==> src/rtl/core/pme_pkg.sv <==
package pme_pkg;

  // field widths of the channels and registers
  localparam int unsigned KIND_W     = 3;
  localparam int unsigned CITY_W     = 6;
  localparam int unsigned LEVEL_W    = 32;
  localparam int unsigned CNT_CFG_W  = 7;
  localparam int unsigned RATE_W     = 16;
  localparam int unsigned FACTOR_W   = RATE_W + 1;
  localparam int unsigned APB_DATA_W = 32;
  localparam int unsigned APB_ADDR_W = 4;

  // one in q1.16, the base of the evaporation factor
  localparam logic [FACTOR_W-1:0] ONE_Q16 = FACTOR_W'(1) << RATE_W;

  // register reset values
  localparam logic [CNT_CFG_W-1:0] CITY_COUNT_RST = 7'd64;
  localparam logic [RATE_W-1:0]    EVAP_RATE_RST  = '0;
  localparam logic [LEVEL_W-1:0]   MIN_LEVEL_RST  = '0;
  localparam logic [LEVEL_W-1:0]   MAX_LEVEL_RST  = '1;

  typedef enum logic [KIND_W-1:0] {
    OP_FILL    = 3'd0,
    OP_READ    = 3'd1,
    OP_SET     = 3'd2,
    OP_EVAP    = 3'd3,
    OP_DEPOSIT = 3'd4,
    OP_CLAMP   = 3'd5
  } kind_e;

  typedef enum logic [1:0] {
    REG_CITY_COUNT = 2'd0,
    REG_EVAP_RATE  = 2'd1,
    REG_MIN_LEVEL  = 2'd2,
    REG_MAX_LEVEL  = 2'd3
  } reg_idx_e;

  typedef enum logic [2:0] {
    ST_IDLE,
    ST_READ_DATA,
    ST_SET_MIRROR,
    ST_DEP_AB,
    ST_DEP_BA,
    ST_SWEEP,
    ST_DRAIN,
    ST_FINISH
  } state_e;

  // read address source
  typedef enum logic [1:0] {
    RSEL_AB_LIVE,
    RSEL_BA,
    RSEL_SWEEP
  } rsel_e;

  // point write address source
  typedef enum logic [1:0] {
    WSEL_AB_LIVE,
    WSEL_AB,
    WSEL_BA
  } wsel_e;

  // point write data source
  typedef enum logic [1:0] {
    WDAT_LIVE,
    WDAT_ITEM,
    WDAT_SAT
  } wdat_e;

  typedef struct packed {
    logic [CNT_CFG_W-1:0] city_count;
    logic [RATE_W-1:0]    evap_rate;
    logic [LEVEL_W-1:0]   min_level;
    logic [LEVEL_W-1:0]   max_level;
  } cfg_t;

  typedef struct packed {
    logic  accept;
    logic  re;
    rsel_e rsel;
    logic  pwe;
    wsel_e wsel;
    wdat_e wdat;
    logic  sweep_init;
    logic  sweep_step;
    logic  capture_read;
    logic  push;
  } cmd_t;

  typedef struct packed {
    kind_e kind;
    logic  point_ok;
    logic  self_loop;
    logic  sweep_last;
    logic  sweep_none;
    logic  pipe_busy;
    logic  out_free;
  } stat_t;

endpackage

==> src/rtl/core/pme_cfg_regs.sv <==
module pme_cfg_regs import pme_pkg::*; (
  input  logic                  clk_i,
  input  logic                  rst_ni,
  input  logic                  psel,
  input  logic                  penable,
  input  logic                  pwrite,
  input  logic [APB_ADDR_W-1:0] paddr,
  input  logic [APB_DATA_W-1:0] pwdata,
  output logic [APB_DATA_W-1:0] prdata,
  output logic                  pready,
  output cfg_t                  cfg_o
);

  cfg_t     cfg_q, cfg_d;
  reg_idx_e idx;
  logic     wr;

  assign idx    = reg_idx_e'(paddr[3:2]);
  assign wr     = psel & penable & pwrite;
  assign pready = 1'b1;

  always_comb begin
    cfg_d = cfg_q;
    if (wr) begin
      unique case (idx)
        REG_CITY_COUNT: cfg_d.city_count = pwdata[CNT_CFG_W-1:0];
        REG_EVAP_RATE:  cfg_d.evap_rate  = pwdata[RATE_W-1:0];
        REG_MIN_LEVEL:  cfg_d.min_level  = pwdata[LEVEL_W-1:0];
        REG_MAX_LEVEL:  cfg_d.max_level  = pwdata[LEVEL_W-1:0];
        default:        cfg_d = cfg_q;
      endcase
    end
  end

  always_comb begin
    unique case (idx)
      REG_CITY_COUNT: prdata = APB_DATA_W'(cfg_q.city_count);
      REG_EVAP_RATE:  prdata = APB_DATA_W'(cfg_q.evap_rate);
      REG_MIN_LEVEL:  prdata = APB_DATA_W'(cfg_q.min_level);
      REG_MAX_LEVEL:  prdata = APB_DATA_W'(cfg_q.max_level);
      default:        prdata = '0;
    endcase
  end

  always_ff @(posedge clk_i or negedge rst_ni) begin
    if (!rst_ni) begin
      cfg_q.city_count <= CITY_COUNT_RST;
      cfg_q.evap_rate  <= EVAP_RATE_RST;
      cfg_q.min_level  <= MIN_LEVEL_RST;
      cfg_q.max_level  <= MAX_LEVEL_RST;
    end else begin
      cfg_q <= cfg_d;
    end
  end

  assign cfg_o = cfg_q;

endmodule

==> config.mk <==
export PLATFORM = sky130hd
export DESIGN_NAME = pme_cfg_regs
export DESIGN_NICKNAME = d
export VERILOG_FILES = /design/src/rtl/core/pme_pkg.sv /design/src/rtl/core/pme_cfg_regs.sv
export SDC_FILE = /design/constraint.sdc
export NUM_CORES = 1
export LEC_CHECK = 0
export ABC_CLOCK_PERIOD_IN_PS = 1400
export BUFFER_PORTS_ARGS = -buffer_cell sky130_fd_sc_hd__buf_2
export CORE_MARGIN = 2
export CORE_UTILIZATION = 49
export DETAILED_ROUTE_END_ITERATION = 10
export PLACE_DENSITY = 0.8
export SKIP_LAST_GASP = 1
export SYNTH_ARGS = -nofsm -noshare
export SYNTH_HDL_FRONTEND = slang
export SYNTH_SLANG_ARGS = --single-unit
==> constraint.sdc <==
create_clock -name clk_i -period 1.4 [get_ports clk_i]
set_clock_uncertainty 0.15 [all_clocks]
set_input_delay 0.14 -clock clk_i [delete_from_list [all_inputs] [get_ports clk_i]]
set_output_delay 0.14 -clock clk_i [all_outputs]
set_load 0.05 [all_outputs]
==> results.sh <==
export IMPL_fp_dieW_um=95.5
export IMPL_overflow=0
export IMPL_syn_avg_cell_area_sq_um=16.0
export IMPL_portBuffers=157
export IMPL_diodes=0
export IMPL_wl_per_cell_um=20.9
export IMPL_seqCellArea_sq_um=2250
export IMPL_cts_tree="done"
export IMPL_powerDensity_nw_per_um2=1800
export IMPL_path_class="flip-flop to primary output"
export IMPL_power_switching_mw=5.39
export IMPL_status="finished, violations left"
export IMPL_drt_total_wl_um=12700
export IMPL_worst_slack_ns=-0.362
export IMPL_p_int_mw=7.13
export IMPL_ys_top_cells_by_area="dfrtp_1 33%, dfstp_2 21%, mux2_2 17%"
export IMPL_grt_use_total=0.254
export IMPL_stdcell_count=609
export IMPL_drv_cap=0
export IMPL_synth_top_cell_area_share=0.330
export IMPL_ios=161
export IMPL_multi_input_area_sq_um=2030
export IMPL_path_clk_slew_ns=0.09
export IMPL_p_sw_frac=0.431
export IMPL_final_hold_violation_count=0
export IMPL_clk_latency_ns=0.34
export IMPL_setup_viol=46
export IMPL_grt_max_degree=88
export IMPL_ys_async_sr_fraction=1.00
export IMPL_yosysSeqAreaShare=0.541
export IMPL_max_freq_ghz=0.568
export IMPL_hold_class="input pin to asynchronous set/reset pin"
export IMPL_p_leak_nw=3.24
export IMPL_row_count=33
export IMPL_syn_area_sq_um=4100
export IMPL_numClockSinks=87
export IMPL_num_fill_cells=384
export IMPL_syn_nets=297
export IMPL_core_area_sq_um=8180
export IMPL_place_gp_congestion=0.772
export IMPL_dieArea_sq_um=9120
export IMPL_viasPerCell=5.26
export IMPL_yosysMostFrequentCell="mux2_2"
export IMPL_p_comb_frac=0.537
export IMPL_cts_max_path_buffers=2
export IMPL_drive_above_1_share=0.869
export IMPL_root_buffer="clkbuf_8"
export IMPL_syn2layout_area_growth_pct=69.5
export IMPL_place_inst=533
export IMPL_pre_cts_ws_ns=-0.143
export IMPL_antenna_found_initial=0
export IMPL_post_route_period_util=1.26
export IMPL_synth_common_cells="62 x mux2_2, 54 x dfrtp_1, 33 x dfstp_2"
export IMPL_synth_edff_count=0
export IMPL_die_h_um=95.5
export IMPL_seqPwrFrac=0.310
export IMPL_antenna_left=0
export IMPL_grt_pass1_wl_um=17300
export IMPL_synth_area_leader_cell="dfrtp_1"
export IMPL_path_max_fanout=2
export IMPL_drtIter0Drc=106
export IMPL_period_needed_ns=1.76
export IMPL_drv_slew=0
export IMPL_drt_first_pass_iters=4
export IMPL_critPathCaptureType="primary output"
export IMPL_rsz0062_at_grt="true"
export IMPL_violations="setup timing"
export IMPL_cp_data_required_time_ns=1.11
export IMPL_initial_utilization=0.502
export IMPL_clockPowerShare=0.153
export IMPL_cp_arrival_ns=1.47
export IMPL_yosysWarnings=0
export IMPL_synthFlopType="dfrtp_1"
export IMPL_cts_buffers=9
export IMPL_route_detailed_drc=0
export IMPL_vias=3202
export IMPL_ir_drop_mv=1.20
export IMPL_largest_reg_flops=87
export IMPL_start_kind="flip-flop"
export IMPL_nNetsFinal=540
export IMPL_grt_pass1_vias=3365
export IMPL_htree_levels=3
export IMPL_hpwl_um=7100
export IMPL_ys_seq_elements=87
export IMPL_netlist_instances=256
export IMPL_yosysUniqueCellTypes=19
==> metal layers <==
layer / wire length (um) / part of all wire / GRT usage
met5: 0 / 0 / 0
met2: 6950 / 0.55 / 0.448
met4: 530 / 0.042 / 0.111
met3: 556 / 0.044 / 0.0538
met1: 4690 / 0.37 / 0.299
==> worst max-delay path, cell delays in order (launching register included) <==
cell and delay (ns):
dfrtp_2 0.43, mux2_2 0.30, a22o_4 0.25, buf_6 0.15
==> kinds of logic (layout without fill, tap and decap cells) <==
family,count (synthesis),in the layout,share of synthesized area
flops,87,87,0.541
other cells,1,1,0.000915
buf+inv,18,266,0.0275
mux,119,119,0.369
simple gates,22,22,0.0427
compound gates,9,9,0.0192
==> through the flow <==
step                      hold slack (ns)  total power [mW]   util  instance area [sq um]  TNS (ns)
after floorplan                    -0.306              7.80      -                   4380    -0.884
after global placement             0.0582              8.97  0.672                   5500     -7.54
after detailed placement           0.0605              9.09  0.672                   5500     -8.78
after CTS                           0.230              11.7  0.795                   6500     -7.66
after global routing                0.248              13.0  0.850                   6950     -9.97
final                               0.197              12.5  0.850                   6950     -7.92
==> final cells by class <==
type | count | share of cell area
sequential | 87 | 0.324
timing repair buffer | 250 | 0.334
clock inverter | 4 | 0.0101
multi-input combinational | 151 | 0.291
tap | 105 | 0.0189
clock buffer | 12 | 0.0209
==> power groups by stage <==
stage / Combinational (mW) / Clock [mW] / Sequential [mW]
global placement: 5.19 / 0 / 3.78
floorplan: 1.91 / 0 / 5.90
global route: 6.94 / 2.08 / 3.93
CTS: 6.01 / 1.94 / 3.78
detailed placement: 5.27 / 0 / 3.82
finish: 6.73 / 1.92 / 3.88
==> what timing repair did <==
action	CTS	global route
resized for setup	114	125
hold buffers	33	0
endpoints found under the setup margin	65	90
setup buffers	15	17
endpoints found under the hold margin	141	0
==> worst paths after layout <==
check                           startpoint         end  depth (start not counted)  slack, ns
worst max-delay path             cfg_o[47]  prdata[15]                          3      -0.36
worst min-delay path                rst_ni   cfg_o[35]                          3       0.20
worst max register to register   cfg_o[47]   cfg_o[47]                          2       0.30
worst min register to register   cfg_o[65]   cfg_o[65]                          1       0.40
max in group asynchronous           rst_ni   cfg_o[24]                          3       0.49
min in group clk_i                paddr[3]    cfg_o[3]                          4       0.32
==> placed cells by master, fill, tap and decap left out, types with 2 or more instances in the layout <==
cell type      Yosys  layout
mux2i_4            0       3
nor2b_4            0      16
dfrtp_1           54      25
mux2_2            62      62
dlygate4sd3_1      0      33
mux2i_2            0      13
a22o_2             0       4
a22o_4             0       5
dfrtp_2            0      29
buf_6              4      54
clkinv_2           0       2
clkbuf_8           0      10
mux2_4            30      30
buf_2              9      66
bufinv_16          0       2
mux4_2             7       7
clkbuf_1           4       2
mux2_1             4       4
dfstp_2           33      33
buf_4              1      58
buf_12             0       7
buf_8              0      32
Power figures use the tool's default switching activity.
