### src/rtl/core/pme_pkg.sv
package pme_pkg;

  // field widths of the channels and registers
  localparam int unsigned KIND_W     = 3;
  localparam int unsigned CITY_W     = 6;
  localparam int unsigned LEVEL_W    = 32;
  localparam int unsigned CNT_CFG_W  = 7;
  localparam int unsigned RATE_W     = 16;
  localparam int unsigned FACTOR_W   = RATE_W + 1;
  localparam int unsigned APB_DATA_W = 32;
  localparam int unsigned APB_ADDR_W = 4;

  // one in q1.16, the base of the evaporation factor
  localparam logic [FACTOR_W-1:0] ONE_Q16 = FACTOR_W'(1) << RATE_W;

  // register reset values
  localparam logic [CNT_CFG_W-1:0] CITY_COUNT_RST = 7'd64;
  localparam logic [RATE_W-1:0]    EVAP_RATE_RST  = '0;
  localparam logic [LEVEL_W-1:0]   MIN_LEVEL_RST  = '0;
  localparam logic [LEVEL_W-1:0]   MAX_LEVEL_RST  = '1;

  typedef enum logic [KIND_W-1:0] {
    OP_FILL    = 3'd0,
    OP_READ    = 3'd1,
    OP_SET     = 3'd2,
    OP_EVAP    = 3'd3,
    OP_DEPOSIT = 3'd4,
    OP_CLAMP   = 3'd5
  } kind_e;

  typedef enum logic [1:0] {
    REG_CITY_COUNT = 2'd0,
    REG_EVAP_RATE  = 2'd1,
    REG_MIN_LEVEL  = 2'd2,
    REG_MAX_LEVEL  = 2'd3
  } reg_idx_e;

  typedef enum logic [2:0] {
    ST_IDLE,
    ST_READ_DATA,
    ST_SET_MIRROR,
    ST_DEP_AB,
    ST_DEP_BA,
    ST_SWEEP,
    ST_DRAIN,
    ST_FINISH
  } state_e;

  // read address source
  typedef enum logic [1:0] {
    RSEL_AB_LIVE,
    RSEL_BA,
    RSEL_SWEEP
  } rsel_e;

  // point write address source
  typedef enum logic [1:0] {
    WSEL_AB_LIVE,
    WSEL_AB,
    WSEL_BA
  } wsel_e;

  // point write data source
  typedef enum logic [1:0] {
    WDAT_LIVE,
    WDAT_ITEM,
    WDAT_SAT
  } wdat_e;

  typedef struct packed {
    logic [CNT_CFG_W-1:0] city_count;
    logic [RATE_W-1:0]    evap_rate;
    logic [LEVEL_W-1:0]   min_level;
    logic [LEVEL_W-1:0]   max_level;
  } cfg_t;

  typedef struct packed {
    logic  accept;
    logic  re;
    rsel_e rsel;
    logic  pwe;
    wsel_e wsel;
    wdat_e wdat;
    logic  sweep_init;
    logic  sweep_step;
    logic  capture_read;
    logic  push;
  } cmd_t;

  typedef struct packed {
    kind_e kind;
    logic  point_ok;
    logic  self_loop;
    logic  sweep_last;
    logic  sweep_none;
    logic  pipe_busy;
    logic  out_free;
  } stat_t;

endpackage

### src/rtl/core/pme_ctrl.sv
module pme_ctrl import pme_pkg::*; (
  input  logic  clk_i,
  input  logic  rst_ni,
  input  logic  in_valid_i,
  output logic  in_ready_o,
  input  stat_t stat_i,
  output cmd_t  cmd_o
);

  state_e state_q, state_d;

  always_ff @(posedge clk_i or negedge rst_ni) begin
    if (!rst_ni) begin
      state_q <= ST_IDLE;
    end else begin
      state_q <= state_d;
    end
  end

  always_comb begin
    cmd_o      = '0;
    in_ready_o = 1'b0;
    state_d    = state_q;
    unique case (state_q)
      ST_IDLE: begin
        in_ready_o = 1'b1;
        if (in_valid_i) begin
          cmd_o.accept = 1'b1;
          unique case (stat_i.kind) inside
            OP_FILL, OP_EVAP, OP_CLAMP: begin
              cmd_o.sweep_init = 1'b1;
              state_d = stat_i.sweep_none ? ST_FINISH : ST_SWEEP;
            end
            OP_READ: begin
              if (stat_i.point_ok) begin
                cmd_o.re   = 1'b1;
                cmd_o.rsel = RSEL_AB_LIVE;
                state_d    = ST_READ_DATA;
              end else begin
                state_d = ST_FINISH;
              end
            end
            OP_SET: begin
              if (stat_i.point_ok) begin
                cmd_o.pwe  = 1'b1;
                cmd_o.wsel = WSEL_AB_LIVE;
                cmd_o.wdat = WDAT_LIVE;
                state_d    = ST_SET_MIRROR;
              end else begin
                state_d = ST_FINISH;
              end
            end
            OP_DEPOSIT: begin
              if (stat_i.point_ok) begin
                cmd_o.re   = 1'b1;
                cmd_o.rsel = RSEL_AB_LIVE;
                state_d    = ST_DEP_AB;
              end else begin
                state_d = ST_FINISH;
              end
            end
            default: state_d = ST_FINISH;
          endcase
        end
      end
      ST_READ_DATA: begin
        cmd_o.capture_read = 1'b1;
        if (stat_i.out_free) begin
          cmd_o.push = 1'b1;
          state_d    = ST_IDLE;
        end else begin
          state_d = ST_FINISH;
        end
      end
      ST_SET_MIRROR: begin
        cmd_o.pwe  = 1'b1;
        cmd_o.wsel = WSEL_BA;
        cmd_o.wdat = WDAT_ITEM;
        if (stat_i.out_free) begin
          cmd_o.push = 1'b1;
          state_d    = ST_IDLE;
        end else begin
          state_d = ST_FINISH;
        end
      end
      ST_DEP_AB: begin
        cmd_o.pwe  = 1'b1;
        cmd_o.wsel = WSEL_AB;
        cmd_o.wdat = WDAT_SAT;
        if (stat_i.self_loop) begin
          if (stat_i.out_free) begin
            cmd_o.push = 1'b1;
            state_d    = ST_IDLE;
          end else begin
            state_d = ST_FINISH;
          end
        end else begin
          cmd_o.re   = 1'b1;
          cmd_o.rsel = RSEL_BA;
          state_d    = ST_DEP_BA;
        end
      end
      ST_DEP_BA: begin
        cmd_o.pwe  = 1'b1;
        cmd_o.wsel = WSEL_BA;
        cmd_o.wdat = WDAT_SAT;
        if (stat_i.out_free) begin
          cmd_o.push = 1'b1;
          state_d    = ST_IDLE;
        end else begin
          state_d = ST_FINISH;
        end
      end
      ST_SWEEP: begin
        cmd_o.re         = 1'b1;
        cmd_o.rsel       = RSEL_SWEEP;
        cmd_o.sweep_step = 1'b1;
        if (stat_i.sweep_last) begin
          state_d = ST_DRAIN;
        end
      end
      ST_DRAIN: begin
        // last entry leaves the read stage before the result goes out
        if (!stat_i.pipe_busy && stat_i.out_free) begin
          cmd_o.push = 1'b1;
          state_d    = ST_IDLE;
        end
      end
      ST_FINISH: begin
        if (stat_i.out_free) begin
          cmd_o.push = 1'b1;
          state_d    = ST_IDLE;
        end
      end
      default: state_d = ST_IDLE;
    endcase
  end

endmodule

### config.mk
export PLATFORM = sky130hd
export DESIGN_NAME = pme_ctrl
export DESIGN_NICKNAME = d
export VERILOG_FILES = /design/src/rtl/core/pme_pkg.sv /design/src/rtl/core/pme_ctrl.sv
export SDC_FILE = /design/constraint.sdc
export NUM_CORES = 1
export LEC_CHECK = 0
export BUFFER_PORTS_ARGS = -buffer_cell sky130_fd_sc_hd__buf_2
export CORE_AREA = 10 10 47 49
export DETAILED_ROUTE_END_ITERATION = 7
export DIE_AREA = 0 0 57 59
export PLACE_DENSITY = 0.67
export SLEW_MARGIN = 20
export SYNTH_ARGS = -nofsm -noshare
export SYNTH_HDL_FRONTEND = slang
export SYNTH_SLANG_ARGS = --single-unit
### constraint.sdc
create_clock -name clk_i -period 4 [get_ports clk_i]
set_input_delay 0.4 -clock clk_i [delete_from_list [all_inputs] [get_ports clk_i]]
set_output_delay 0.4 -clock clk_i [all_outputs]
set_load 0.005 [all_outputs]
==> results.ini, run 1 <==
[outcome]
run_status=finished, final reports clean

[detailed_routing]
first_iter_violations=11
via_per_inst=5.41
post_dr_wirelength_cell_um=12.7
route.final.wire_length_um=1410
ant_nets=0
first_pass_iters=4
num_vias=601
route.detailed.drc=0

[power_and_ir_drop]
vdd_drop_max_v=0.000249
leakage_nw=0.315
cellPowerDensity_nw_per_um2=677

[sta]
max_slew_margin_pct=62.8
finalHoldViolCount=0
finalHoldWorstSlack_ps=495
tightest_slew_ps=553
clock.fmax_mhz=461
setup_tns_ps=0
timing.final.setup_violations=0
grt_setup_unrepaired=false
finalCritPeriodShare_pct=54.2
finClkSkew_ps=3.55
post-route-min-period_ps=2170
report.final.slew_viol_count=0

[synth]
synth_fp_nets=81
number_of_cells_produced_by_synthesis=69
synth-main-ff-cell=sky130_fd_sc_hd__dfrtp_1
synth_area_per_cell_sq_um=7.02
ys_ff_latch=3
yosysWarningCount=0
synth_async_sr_flop_share_pct=100
number_of_library_cell_types_mapped_by_synthesis=34
synth_area_sq_um=484
synth_edf_count=0
synth_sequential_area_ratio_pct=15.5

[floorplanning]
design.die.area_sq_um=3360
initial_core_utilization_pct=34.6
core-area_sq_um=1400
chipWidth_um=57
placementRows=14
io-pin-count=26
die_height_um=59

[clock_tree]
clkTransAtPathRegs_ps=40
clock_latency_on_the_worst_skew_pair_ps=220
cts-htree-levels=1
clock_path_buffers=2
root_buffer=sky130_fd_sc_hd__clkbuf_4
cts_resized=0
tritoncts_num_sinks=3
numCtsBuffers=3
cts_tree=built

[placement]
post_dp_cell_area_sq_um=604
place.detailed.instances=106
gp_congestion=0.814
buffer_ports.inserted=25
post-dp-hpwl_um=1150

[grt]
grt_pass1_vias=585
grt_pass1_wl_um=2400
grt_overflow=0
gr-usage-all-layers_pct=8.20
pin_count_of_the_biggest_net_entering_global_routing=17
antenna_found_initial=0

[worst_setup_path]
critical_path.max_fanout=16
worstPathRequired_ps=3600
arrival_ps=1770
critical_path.endpoint_type=output port
path_class=reg2out
rr_worst_depth=4
critPathLaunchType=flop

[layout]
design.final.nets=108
n_fill_cell=155
largest_register=state_q
drive_above_1_share_pct=32.6
registers_with_the_most_flip_flops=state_q: 3 flops
flow.area_growth_from_synthesis_pct=32.3
number_of_flip_flops_in_the_largest_register=3
insertedDiodeCount=0
final_design_area_no_fill_sq_um=641
post_layout_nonfiller_instances=111

[min_path]
timing.hold.worst.class=in2async

[job]
max_cap_viol_count=0

==> cells in the mapped netlist, drive strengths merged, types with 2 or more instances <==
master | instances | area share (%)
or3 | 2 | 2.6
a21o | 2 | 3.1
nand2b | 4 | 5.2
dfrtp | 3 | 16
a31oi | 2 | 2.6
o211ai | 2 | 3.1
nor2 | 11 | 8.5
buf | 4 | 5.2
nor2b | 3 | 3.9
a21oi | 5 | 5.9
mux2 | 2 | 5.4
nand3b | 3 | 4.7
o21ai | 5 | 5.2
nand2 | 4 | 3.1
==> cell usage in the layout, fill, tap and decap left out, drive strengths merged, types with 2 or more instances in the layout <==
| master | count |
|---|---|
| buf | 25 |
| nor2 | 11 |
| o21ai | 5 |
| a21oi | 5 |
| nand2b | 4 |
| nand2 | 4 |
| clkbuf | 4 |
| nand3b | 3 |
| nor2b | 3 |
| dfrtp | 3 |
| a21o | 2 |
| or3 | 2 |
| o211ai | 2 |
| a31oi | 2 |
| mux2 | 2 |
==> worst max-delay path, cell delays in order, from the launching register on <==
cell	delay, ps
sky130_fd_sc_hd__dfrtp_1	520
sky130_fd_sc_hd__nor3_1	540
sky130_fd_sc_hd__and2_1	210
sky130_fd_sc_hd__a21boi_1	140
sky130_fd_sc_hd__buf_2	120
==> worst paths after layout <==
path                       slack [ps]         end       start
max                              1830    cmd_o[3]  state_q[0]
min                               500  state_q[1]      rst_ni
max reg2reg                      2300  state_q[2]  state_q[2]
min reg2reg                       800  state_q[1]  state_q[0]
max in group asynchronous        3400  state_q[2]      rst_ni
min in group clk_i                520  state_q[2]   stat_i[3]
==> layout make-up <==
cell class                      instances  area, sq um  area share, %
Clock buffer                            4         26.3           4.10
Inverter                                2         7.51           1.17
Multi-Input combinational cell         60          377           58.8
Sequential cell                         3         75.1           11.7
Tap cell                               16         20.0           3.13
Timing Repair Buffer                   26          135           21.1
==> through the flow <==
step                      worst slack [ps]  total power [W]  utilization [%]
after floorplan                       2350         0.000300                -
final                                 1830         0.000434             45.7
after detailed placement              2050         0.000385             43.1
after CTS                             1800         0.000439             45.7
after global routing                  1630         0.000483             45.7
after global placement                2130         0.000383             43.1
==> power by group <==
group | leakage, nW | switching [W] | internal [W]
clock | 0.0150 | 0.0000141 | 0.0000373
sequential | 0.0352 | 0.0000575 | 0.0000460
combinational | 0.265 | 0.000134 | 0.000145
==> per-layer routing <==
metal | track usage (%) | wire (um)
met1 | 10.7 | 698
met2 | 12.7 | 630
met3 | 2.58 | 65
met4 | 2.01 | 17
met5 | 0 | 0
==> repair_timing <==
| item | in CTS | in global routing |
|---|---|---|
| buffers inserted | 0 | 0 |
| hold buffers | 1 | 0 |
| endpoints found under the hold margin | 3 | 0 |
==> kinds of logic after synthesis <==
| logic type | share of synthesized area, % |
|---|---|
| buffers and inverters | 6.72 |
| AOI/OAI and AO/OA | 30.5 |
| xor gates and xnor gates | 3.62 |
| and+or+nand+nor | 36.2 |
| DFF | 15.5 |
| muxes | 7.49 |
Power figures use the tool's default switching activity.
==> run 2, diff against run 1 <==
==> constraint.sdc (replaced) <==
create_clock -name clk_i -period 2.3 [get_ports clk_i]
set_input_delay 0.23 -clock clk_i [delete_from_list [all_inputs] [get_ports clk_i]]
set_output_delay 0.23 -clock clk_i [all_outputs]
set_load 0.005 [all_outputs]
==> run 2 against run 1 <==
Hold slack lost 180 ps. Global-route usage grew 0.66 points. First-iteration DRC count grew 27%. Non-clock buffer count grew 1. Clock-buffer cell count is the same. Register-to-register slack lost 1700 ps. Clock skew grew 0.90 ps. Core utilization grew 0.54 points. Critical path type unchanged. Critical endpoint is now cmd_o[0].
==> results.ini, run 2 (same netlist as run 1, synthesis figures left out) <==
[layout]
drive_above_1_share_pct=33.3
n_fill_cell=163
design.final.nets=109
registers_with_the_most_flip_flops=state_q: 3 flops
insertedDiodeCount=0
most-common-layout-cells=sky130_fd_sc_hd__buf_2 (25), sky130_fd_sc_hd__nor2_1 (11), sky130_fd_sc_hd__o21ai_0 (5)
layout.area.seq_sq_um=75.1
number_of_flip_flops_in_the_largest_register=3
layout_commonest_cell=sky130_fd_sc_hd__buf_2
final_design_area_no_fill_sq_um=648
flow.area_growth_from_synthesis_pct=33.9
largest_register=state_q
postLayoutCoreUtil_pct=46.3
multi_input_area_sq_um=377

[grt]
grt.met2_usage_pct=13.3
grt_pass1_wl_um=2440
pin_count_of_the_biggest_net_entering_global_routing=17
antenna_found_initial=0
grt_overflow=0
grt_use_met3_pct=2.58
gr-usage-all-layers_pct=8.86
grt_pass1_vias=573
grt_util_met1_pct=9.87
layer_with_the_highest_usage=met2

[placement]
post_dp_cell_area_sq_um=612
buffer_ports.inserted=25
detailedPlace.worstSlack_ps=651
post-dp-hpwl_um=1150
gp_congestion=0.900

[detailed_routing]
first_iter_violations=14
route.detailed.drc=0
ant_nets=0
first_pass_iters=4
via_per_inst=5.30
route.final.wire_length_um=1430
post_dr_wirelength_cell_um=12.7
num_vias=594

[worst_setup_path]
worstPathRequired_ps=2070
timing.rr.start=state_q[2]
path_class=reg2out
critical_path.endpoint_type=output port
rr_worst_depth=4
arrival_ps=1640
timing.critical_path.slowest_cell_delay_ps=630
critical_path.max_fanout=16
slowest_stage=sky130_fd_sc_hd__dfrtp_1
timing.critical_path.from=state_q[1]
r2r_slack_ps=630
crit_path_cells=nand2b_1, or2_0, a32oi_1, nor2b_1, buf_2
end_of_the_critical_path=cmd_o[0]
critPathLaunchType=flop
rr_endpoint=state_q[2]

[clock_tree]
numCtsBuffers=3
root_buffer=sky130_fd_sc_hd__clkbuf_4
cts-htree-levels=1
cts.repair_timing.setup_buffer_count=0
clkTransAtPathRegs_ps=40
clock_path_buffers=2
clock_latency_on_the_worst_skew_pair_ps=240
tritoncts_num_sinks=3
cts_tree=built

[floorplanning]
design.die.area_sq_um=3360
core-area_sq_um=1400
die_height_um=59
io-pin-count=26
chipWidth_um=57
initial_core_utilization_pct=34.6
placementRows=14

[power_and_ir_drop]
vdd_drop_max_v=0.000429
leakage_nw=0.321
cellPowerDensity_nw_per_um2=1190

[sta]
timing.final.ws_setup_ps=430
post-route-min-period_ps=1870
max_slew_margin_pct=67.7
clock.fmax_mhz=535
setup_tns_ps=0
tightest_slew_ps=484
finalHoldViolCount=0
grt_setup_unrepaired=false
finalHoldWorstSlack_ps=320
finClkSkew_ps=4.45
timing.final.setup_violations=0
report.final.slew_viol_count=0
finalCritPeriodShare_pct=81.3

[min_path]
timing.hold.worst.class=in2async

[job]
max_cap_viol_count=0

[outcome]
run_status=finished, final reports clean

## run 2: cell types whose count changed in the layout (fill, tap and decap cells not counted), sizes merged
cell / delta
buf: +1
## run 2: repair_timing
item                      CTS  global route
hold buffers                1             0
hold endpoints to repair    3             0
gates resized for setup     0             0
## run 2: worst min-delay path by stage
stage          startpoint         end  slack, ps
2_1_floorplan      rst_ni  state_q[0]        -70
3_5_place_dp       rst_ni  state_q[1]         30
3_3_place_gp       rst_ni  state_q[1]         30
4_1_cts            rst_ni  state_q[2]        320
6_report           rst_ni  state_q[2]        320
5_1_grt            rst_ni  state_q[2]        330
## run 2: through the flow
step	total power [W]	std cells
finish	0.000769	112
global placement	0.000673	107
CTS	0.000776	112
global route	0.000851	112
floorplan	0.000521	69
detailed placement	0.000677	107
## run 2: power by group
part           internal [W]  switching, W  total (W)  leakage (nW)
clock network     0.0000650     0.0000276  0.0000926        0.0150
logic              0.000260      0.000235   0.000496         0.271
registers         0.0000800      0.000100   0.000180        0.0352
## run 2: final cells by class
| type | instances | share of cell area (%) |
|---|---|---|
| clock buffers | 4 | 4.05 |
| inverters | 2 | 1.16 |
| multi-input cells | 60 | 58.1 |
| flip-flops and latches | 3 | 11.6 |
| well taps | 16 | 3.09 |
| repair buffers | 27 | 22.0 |
## run 2: critical path, delay by kind of cell (launching register included)
family                 cells  cell delay, ps
DFF                        1             630
and+or+nand+nor            3             440
AOI/OAI and AO/OA          1             210
buffers and inverters      1             120
## run 2: layer usage
metal	share of wire (%)	vias to the layer above	wire length [um]
li1	-	305	-
met4	2.3	0	33
met1	47	261	666
met3	6.3	4	90
met5	0	-	0
met2	44	24	634
==> run 3, diff against run 2 <==
--- a/config.mk
+++ b/config.mk
@@ -5,11 +5,12 @@
 export SDC_FILE = /design/constraint.sdc
 export NUM_CORES = 1
 export LEC_CHECK = 0
+export ABC_AREA = 1
 export BUFFER_PORTS_ARGS = -buffer_cell sky130_fd_sc_hd__buf_2
 export CORE_AREA = 10 10 47 49
 export DETAILED_ROUTE_END_ITERATION = 7
 export DIE_AREA = 0 0 57 59
-export PLACE_DENSITY = 0.67
+export PLACE_DENSITY = 0.66
 export SLEW_MARGIN = 20
 export SYNTH_ARGS = -nofsm -noshare
 export SYNTH_HDL_FRONTEND = slang
==> constraint.sdc (replaced) <==
create_clock -name clk_i -period 1.85 [get_ports clk_i]
set_input_delay 0.185 -clock clk_i [delete_from_list [all_inputs] [get_ports clk_i]]
set_output_delay 0.185 -clock clk_i [all_outputs]
set_load 0.005 [all_outputs]
==> run 3 against run 2 <==
Hold slack lost 32 ps. Sequential power down 9%. Die area unchanged. Clock skew fell by 1.1 ps. Register-to-register slack got worse by 60 ps. Core utilization shrank 0.18 points. Critical path depth is 1 lower. Setup slack got worse by 280 ps.
==> results.ini, run 3 <==
[synth]
synth_area_leaders=sky130_fd_sc_hd__nand2_1 (18%), sky130_fd_sc_hd__dfrtp_1 (16%), sky130_fd_sc_hd__inv_1 (14%)
leading_post_synthesis_cells_by_instance_count=sky130_fd_sc_hd__nand2_1 (23), sky130_fd_sc_hd__inv_1 (18), sky130_fd_sc_hd__nand3_1 (9), sky130_fd_sc_hd__nor2_1 (9), sky130_fd_sc_hd__nor2_2 (4)
synth_async_sr_flop_share_pct=100
synth_top_family_by_area=simple AND/OR/NAND/NOR gates
ys_ff_latch=3
synth_area_per_cell_sq_um=5.42
synth-main-ff-cell=sky130_fd_sc_hd__dfrtp_1
synthDominantCellAreaShare_pct=18.3
synth_edf_count=0
yosysWarningCount=0
number_of_cells_produced_by_synthesis=87
synthMuxAreaShare_pct=0
synth_sequential_area_ratio_pct=15.9
synth-compound-area-share_pct=9.28
number_of_library_cell_types_mapped_by_synthesis=17
synth_area_sq_um=472
dominant_cell_type_by_area_after_synthesis=sky130_fd_sc_hd__nand2_1
area_fraction_in_and_or_nand_and_nor_cells_after_synthesis_pct=56.5
synth_adder_area_share_pct=0
synthXorXnorAreaFrac_pct=0
synth_fp_nets=99
synth.most_common_cell=sky130_fd_sc_hd__nand2_1

[sta]
tightest_slew_ps=401
post-route-min-period_ps=1700
setup_tns_ps=0
max_slew_margin_pct=72.9
timing.final.setup_violations=0
clock.fmax_mhz=588
grt_setup_unrepaired=false
finalCritPeriodShare_pct=92.0
finalHoldWorstSlack_ps=288
timing.final.ws_setup_ps=148
finalHoldViolCount=0
finClkSkew_ps=3.32
report.final.slew_viol_count=0

[clock_tree]
clock_path_buffers=2
root_buffer=sky130_fd_sc_hd__clkbuf_4
tritoncts_num_sinks=3
cts_tree=built
clock_latency_on_the_worst_skew_pair_ps=230
cts-htree-levels=1
numCtsBuffers=3
clkTransAtPathRegs_ps=40

[layout]
insertedDiodeCount=0
layout_commonest_cell=sky130_fd_sc_hd__buf_2
most-common-layout-cells=sky130_fd_sc_hd__buf_2 (25), sky130_fd_sc_hd__nand2_1 (23), sky130_fd_sc_hd__inv_1 (18)
flow.area_growth_from_synthesis_pct=36.9
drive_above_1_share_pct=35.3
postLayoutCoreUtil_pct=46.1
design.final.nets=129
largest_register=state_q
registers_with_the_most_flip_flops=state_q: 3 flops
number_of_flip_flops_in_the_largest_register=3

[floorplanning]
io-pin-count=26
initial_core_utilization_pct=33.7
design.die.area_sq_um=3360
placementRows=14
core-area_sq_um=1400
chipWidth_um=57
die_height_um=59

[worst_setup_path]
slowest_stage=sky130_fd_sc_hd__dfrtp_1
critical_path.endpoint_type=output port
critical_path.top_delay_family=flip-flops
path_class=reg2out
worstPathRequired_ps=1660
timing.critical_path.slowest_cell_delay_ps=440
crit_buf_inv=2
crit_path_cells=nor2_2, inv_2, o311ai_0, buf_2
critPathLaunchType=flop
arrival_ps=1520
critical_path.max_fanout=6

[placement]
buffer_ports.inserted=25
detailedPlace.worstSlack_ps=430
gp_congestion=0.806
post-dp-hpwl_um=1220

[grt]
grt_util_met1_pct=9.94
pin_count_of_the_biggest_net_entering_global_routing=7
grt_overflow=0
layer_with_the_highest_usage=met2
grt_use_met3_pct=2.79
gr-usage-all-layers_pct=8.80
grt.met2_usage_pct=14.3
antenna_found_initial=0
grt_pass1_vias=589
grt_pass1_wl_um=2470

[power_and_ir_drop]
vdd_drop_max_v=0.000468
cellPowerDensity_nw_per_um2=1480
leakage_nw=0.429

[job]
max_cap_viol_count=0

[detailed_routing]
post_dr_wirelength_cell_um=10.9
via_per_inst=4.59
ant_nets=0
first_pass_iters=4
first_iter_violations=11
route.detailed.drc=0
route.final.wire_length_um=1430
num_vias=606

[outcome]
run_status=finished, final reports clean

[min_path]
timing.hold.worst.class=in2async

-- run 3: changes by cell type after synthesis, moves of 3 or more --
cell / previous run / this run
sky130_fd_sc_hd__nand2_1: 4 / 23
sky130_fd_sc_hd__inv_1: 1 / 18
sky130_fd_sc_hd__nand3_1: 0 / 9
sky130_fd_sc_hd__nand2b_1: 4 / 0
sky130_fd_sc_hd__nor2_2: 0 / 4
sky130_fd_sc_hd__inv_2: 0 / 3
sky130_fd_sc_hd__nand2_2: 0 / 3
sky130_fd_sc_hd__nand3b_1: 3 / 0
sky130_fd_sc_hd__nor2b_1: 3 / 0
sky130_fd_sc_hd__o21ai_0: 5 / 2
-- run 3: cells by family (layout without fill, tap and decap cells) --
family                 Yosys count  in the layout
AOI/OAI and AO/OA                8              8
buffers and inverters           22             51
and+or+nand+nor                 54             54
DFF                              3              3
-- run 3: cell type report --
| class | count | area (sq um) |
|---|---|---|
| inverter | 21 | 78.8 |
| sequential | 3 | 75.1 |
| fill | 161 | 756 |
| multi-input combinational | 62 | 310 |
| tap | 16 | 20.0 |
| timing repair buffer | 26 | 135 |
| clock buffer | 4 | 26.3 |
-- run 3: power by group --
| group | total [W] | switching (W) | internal (W) |
|---|---|---|---|
| sequential | 0.000164 | 0.0000620 | 0.000102 |
| clock | 0.000113 | 0.0000326 | 0.0000807 |
| combinational | 0.000680 | 0.000409 | 0.000271 |
-- run 3: repair_timing --
| action | in CTS | in global routing |
|---|---|---|
| buffers inserted | 0 | 0 |
| resized for setup | 0 | 0 |
| hold buffers | 1 | 0 |
| hold endpoints to repair | 3 | 0 |
-- run 3: final timing paths --
check	from	to	slack, ps	cells past startpoint
setup / recovery	state_q[0]	cmd_o[8]	150	4
hold / removal	rst_ni	state_q[2]	290	2
setup reg to reg	state_q[0]	state_q[2]	570	8
hold reg to reg	state_q[0]	state_q[0]	710	2
max in group asynchronous	rst_ni	state_q[0]	1460	2
min in group clk_i	stat_i[1]	state_q[2]	380	7
-- run 3: per-stage QoR --
stage          instances  total power [W]  area (sq um)
2_1_floorplan         87         0.000625           472
3_3_place_gp         127         0.000844           609
3_5_place_dp         127         0.000850           609
4_1_cts              132         0.000971           646
5_1_grt              132          0.00108           646
6_report             132         0.000957           646
-- run 3: metal layers --
metal / part of all wire (%) / vias up
li1: - / 330
met1: 47 / 249
met2: 45 / 25
met3: 7.3 / 2
met4: 1.0 / 0
met5: 0 / -
